$ cat src/design/pit_pkg.sv
package pit_pkg;

    // coordinate width and the exact widths that follow from it
    localparam int COORD_BITS = 16;
    localparam int DIFF_W     = COORD_BITS + 1;      // vertex differences
    localparam int PROD_W     = 2 * DIFF_W;          // one coordinate product
    localparam int DOT_W      = 2 * COORD_BITS + 4;  // three-term dot product
    localparam int MUL_W      = 2 * DOT_W;           // product of two dot products
    localparam int NUM_W      = MUL_W + 1;           // den, nu, nv
    localparam int CMP_W      = MUL_W + 3;           // nu + nv - den

    typedef logic signed [COORD_BITS-1:0] t_coord;
    typedef logic signed [DIFF_W-1:0]     t_diff;
    typedef logic signed [PROD_W-1:0]     t_prod;
    typedef logic signed [DOT_W-1:0]      t_dot;
    typedef logic signed [MUL_W-1:0]      t_mul;
    typedef logic signed [NUM_W-1:0]      t_num;
    typedef logic signed [CMP_W-1:0]      t_cmp;

    typedef struct packed {
        t_coord vertex_a_x;
        t_coord vertex_a_y;
        t_coord vertex_a_z;
        t_coord vertex_b_x;
        t_coord vertex_b_y;
        t_coord vertex_b_z;
        t_coord vertex_c_x;
        t_coord vertex_c_y;
        t_coord vertex_c_z;
        t_coord point_x;
        t_coord point_y;
        t_coord point_z;
    } t_pit_in;

    typedef struct packed {
        logic inside_res;
        logic degenerate;
    } t_pit_out;

    // stage enables for the split multiplier
    typedef struct packed {
        logic en_pp;
        logic en_sum;
    } t_pit_mul_ctl;

endpackage

$ cat src/design/pit_wide_mul.sv
module pit_wide_mul (
    input  logic                 i_clk,
    input  pit_pkg::t_pit_mul_ctl i_ctl,
    input  pit_pkg::t_dot        i_a,
    input  pit_pkg::t_dot        i_b,
    output pit_pkg::t_mul        o_p
);
    import pit_pkg::*;

    // split each operand into a signed high half and an unsigned low half
    localparam int LO_W = DOT_W / 2;
    localparam int HI_W = DOT_W - LO_W;

    logic signed [HI_W-1:0]      w_a_hi;
    logic signed [HI_W-1:0]      w_b_hi;
    logic        [LO_W-1:0]      w_a_lo;
    logic        [LO_W-1:0]      w_b_lo;

    logic signed [2*HI_W-1:0]    r_pp_hh;
    logic signed [HI_W+LO_W:0]   r_pp_hl;
    logic signed [HI_W+LO_W:0]   r_pp_lh;
    logic        [2*LO_W-1:0]    r_pp_ll;
    t_mul                        r_prod;

    assign w_a_hi = i_a[DOT_W-1:LO_W];
    assign w_b_hi = i_b[DOT_W-1:LO_W];
    assign w_a_lo = i_a[LO_W-1:0];
    assign w_b_lo = i_b[LO_W-1:0];

    // partial products
    always_ff @(posedge i_clk) begin
        if (i_ctl.en_pp) begin
            r_pp_hh <= w_a_hi * w_b_hi;
            r_pp_hl <= w_a_hi * $signed({1'b0, w_b_lo});
            r_pp_lh <= $signed({1'b0, w_a_lo}) * w_b_hi;
            r_pp_ll <= w_a_lo * w_b_lo;
        end
    end

    // weighted sum of the partials
    always_ff @(posedge i_clk) begin
        if (i_ctl.en_sum) begin
            r_prod <= (t_mul'(r_pp_hh) <<< (2 * LO_W))
                    + (t_mul'(r_pp_hl) <<< LO_W)
                    + (t_mul'(r_pp_lh) <<< LO_W)
                    + t_mul'(r_pp_ll);
        end
    end

    assign o_p = r_prod;

endmodule

$ cat config.mk
export PLATFORM = sky130hd
export DESIGN_NAME = pit_wide_mul
export DESIGN_NICKNAME = d
export VERILOG_FILES = /design/src/design/pit_pkg.sv /design/src/design/pit_wide_mul.sv
export SDC_FILE = /design/constraint.sdc
export NUM_CORES = 2
export LEC_CHECK = 0
export BUFFER_PORTS_ARGS = -buffer_cell sky130_fd_sc_hd__buf_2
export CORE_ASPECT_RATIO = 0.8
export CORE_MARGIN = 2
export CORE_UTILIZATION = 45
export DETAILED_ROUTE_END_ITERATION = 8
export PLACE_DENSITY = 0.7
export REMOVE_ABC_BUFFERS = 1
export SYNTH_ARGS = -nofsm -noshare
export SYNTH_HDL_FRONTEND = slang
export SYNTH_SLANG_ARGS = --single-unit
$ cat constraint.sdc
create_clock -name i_clk -period 16.6 [get_ports i_clk]
set_input_delay 0.83 -clock i_clk [delete_from_list [all_inputs] [get_ports i_clk]]
set_output_delay 0.83 -clock i_clk [all_outputs]
set_load 0.01 [all_outputs]
==> out/qor.yml <==
cts_hold_buf: 0
pin_count: 147
wl_met2_mm: 62.74
htreeDepth: 1
netlist_top_cells_area: "fa_1 42%, edfxtp_1 12%, ha_1 12%"
outcome: "complete, no violations"
die-area_um2: 123600
final_max_slew_viol_count: 0
syn_inst: 5659
drc: 0
top_layer: "met4"
gp_congestion: 0.8879
hold_path.class: "flop to flop"
drt-met1-wl_mm: 59.58
cpPeakStageDelay_ns: 0.78
first_iter_violations: 2341
crit_arrival_ns: 7.55
cts.sinks: 218
cp_slowest_cell: "buf_2"
cp_top_family: "adder cells"
port-buffer-count: 146
die_w_um: 392.6
worst_skew_pair.late_latency_ns: 0.61
route.met3.wl_mm: 10.69
path_max_fanout: 36
grt_usage_pct: 23.23
finalSetupViolations: 0
initial_core_util_pct: 45.16
synth_top_area_share_pct: 42.39
synth-edff-count: 218
vias_per_cell: 5.210
grt-ovfl-total: 0
critPathCaptureType: "flop"
crit_type: "input pin to flop"
critPathRequiredTime_ns: 16.96
synthFlopType: "edfxtp_1"
wl_per_cell_um: 18.75
rows: 114
synth-async-reset-ratio_pct: 0
max_freq_mhz: 139.2
grt_pass1_vias: 41050
cts.repair.resized: 0
fin_crit_sh_pct: 43.27
chipHeight_um: 314.9
area_delta_synth_final_pct: 5.722
worst_slew_pin_slew_ns: 1.050
grt_antenna_before_repair: 7
cts_setup_buffers: 0
cap_violations: 0
yosys_warnings: 0
cts_tree: "yes"
synth_area_um2: 54360
maxSlewHeadroom_pct: 29.97
antenna_left: 0
synth_seq_cells: 218
cp_cell_sequence: "buf_2 -> nand2_1 -> fa_1 -> fa_1 -> inv_1 -> fa_1 -> inv_1 -> fa_1 -> fa_1 -> fa_1 -> inv_1 -> ha_1 -> nand3_1 -> nor2_1 -> o211a_1 -> a22oi_1 -> o31ai_2 -> a41oi_1 -> o2111a_1 -> o41ai_1 -> a21oi_1 -> xnor2_1"
path_buf_inv: 4
vias: 37830
avgSynthCellArea_um2: 9.606
skew_ns: 0.03477
r2r_setup_slack_ns: 12.35
dp_hpwl_mm: 103.0
yosysTopAreaCell: "fa_1"
cpMostUsedCell: "fa_1"
core_um2: 120400
grt_pass1_wl_mm: 225.3
rsz0062_at_grt: "no"
finalHoldViolations: 0
cts_root_buf: "clkbuf_16"
yosysSeqAreaShare_pct: 12.04
tns_ns: 0
worstSetupStartpointType: "input pin"
drive_gt1_share_pct: 5.004
clockBufferDepth: 3
grt_max_degree: 62
post-route-min-period_ns: 7.182
nNetsFinal: 7360
clk_pin_slew_worst_paths_ns: 0.06
cts_buffers: 29
ys_types: 81
wl_mm: 136.2
dr.pass1.iters: 6
==> sequential cells by signal, summed over array words and instances (netlist names) <==
| register | cells |
|---|---|
| o_p | 72 |
| r_pp_hl | 37 |
| r_pp_lh | 37 |
| r_pp_hh | 36 |
| r_pp_ll | 36 |
==> through the flow <==
step	cell area, um^2	setup WS, ns	hold slack [ns]	instances	utilization [%]
2_1_floorplan	53320	9.889	0.4003	5392	-
3_3_place_gp	56420	8.879	0.4054	7206	46.87
3_5_place_dp	56420	8.861	0.4075	7206	46.87
4_1_cts	57470	9.503	0.4220	7260	47.74
5_1_grt	57470	9.089	0.4277	7260	47.74
6_report	57470	9.418	0.4183	7261	47.74
==> final timing paths <==
path / startpoint / to / cells after the start
max reg2reg: r_pp_hl[2] / o_p[54] / 13
min reg2reg: r_pp_ll[6] / o_p[6] / 0
max: i_b[24] / r_pp_hh[34] / 22
min: r_pp_ll[6] / o_p[6] / 0
==> synthesized netlist by cell type, types with 7 or more instances <==
| cell type | instances |
|---|---|
| a211oi_1 | 11 |
| a21o_1 | 71 |
| a21oi_1 | 134 |
| a21oi_2 | 9 |
| a31oi_1 | 11 |
| and2_1 | 619 |
| and3_1 | 9 |
| clkbuf_1 | 261 |
| edfxtp_1 | 218 |
| fa_1 | 1151 |
| ha_1 | 521 |
| inv_1 | 1314 |
| nand2_1 | 709 |
| nand2b_1 | 37 |
| nand3_1 | 24 |
| nand4_1 | 8 |
| nor2_1 | 108 |
| nor2b_1 | 17 |
| nor3_1 | 19 |
| o21a_1 | 22 |
| o21ai_0 | 59 |
| o21ai_1 | 10 |
| o21bai_1 | 25 |
| o31ai_1 | 7 |
| xnor2_1 | 127 |
| xor2_1 | 52 |
==> logic make-up after synthesis <==
| family | Yosys count | share of synthesized area [%] |
|---|---|---|
| xor gates and xnor gates | 179 | 2.884 |
| AOI/OAI and AO/OA | 434 | 5.374 |
| and+or+nand+nor | 1575 | 14.34 |
| buffers and inverters | 1581 | 10.99 |
| DFF | 218 | 12.04 |
| adders and majority gates | 1672 | 54.38 |
==> placed cells by master (no fill, tap or decap), types with 8 or more instances in the layout <==
cell       count
o21a_1        22
and3_1         9
nor2b_1       17
nand2b_1      37
buf_4         45
a211oi_1      11
nor3_1        19
o21ai_0       59
nand2_1      709
xor2_1        52
nand4_1        8
a21o_1        71
a31oi_1       11
a21oi_1      134
nand3_1       24
o21bai_1      25
o21ai_1       10
buf_2        144
xnor2_1      127
fa_1        1151
ha_1         521
inv_1       1314
and2_1       619
a21oi_2        9
clkbuf_16     29
nor2_1       108
edfxtp_1     218
==> metal layers <==
metal	vias to the layer above	track usage, %
met5	-	0
met4	0	4.963
met3	196	3.454
met2	1360	37.80
met1	19490	33.04
li1	16790	-
==> area by class of cell <==
| class | instances | area (um^2) |
|---|---|---|
| Antenna cell | 1 | 2.502 |
| Clock buffer | 31 | 733.2 |
| Clock inverter | 23 | 312.8 |
| Fill cell | 11200 | 62910 |
| Inverter | 1314 | 4932 |
| Multi-Input combinational cell | 3860 | 41840 |
| Sequential cell | 218 | 6546 |
| Tap cell | 1624 | 2032 |
| Timing Repair Buffer | 190 | 1070 |
==> worst reg2reg max path: cells and delay by family, from the launching register on <==
family,cells,cell delay [ns]
fa+ha+maj,2,0.82
flops,1,0.41
xor+xnor,1,0.18
compound gates,10,2.58
Power is not shown: default switching activity piles up to over one toggle a cycle in this logic, so the estimate is an artifact.
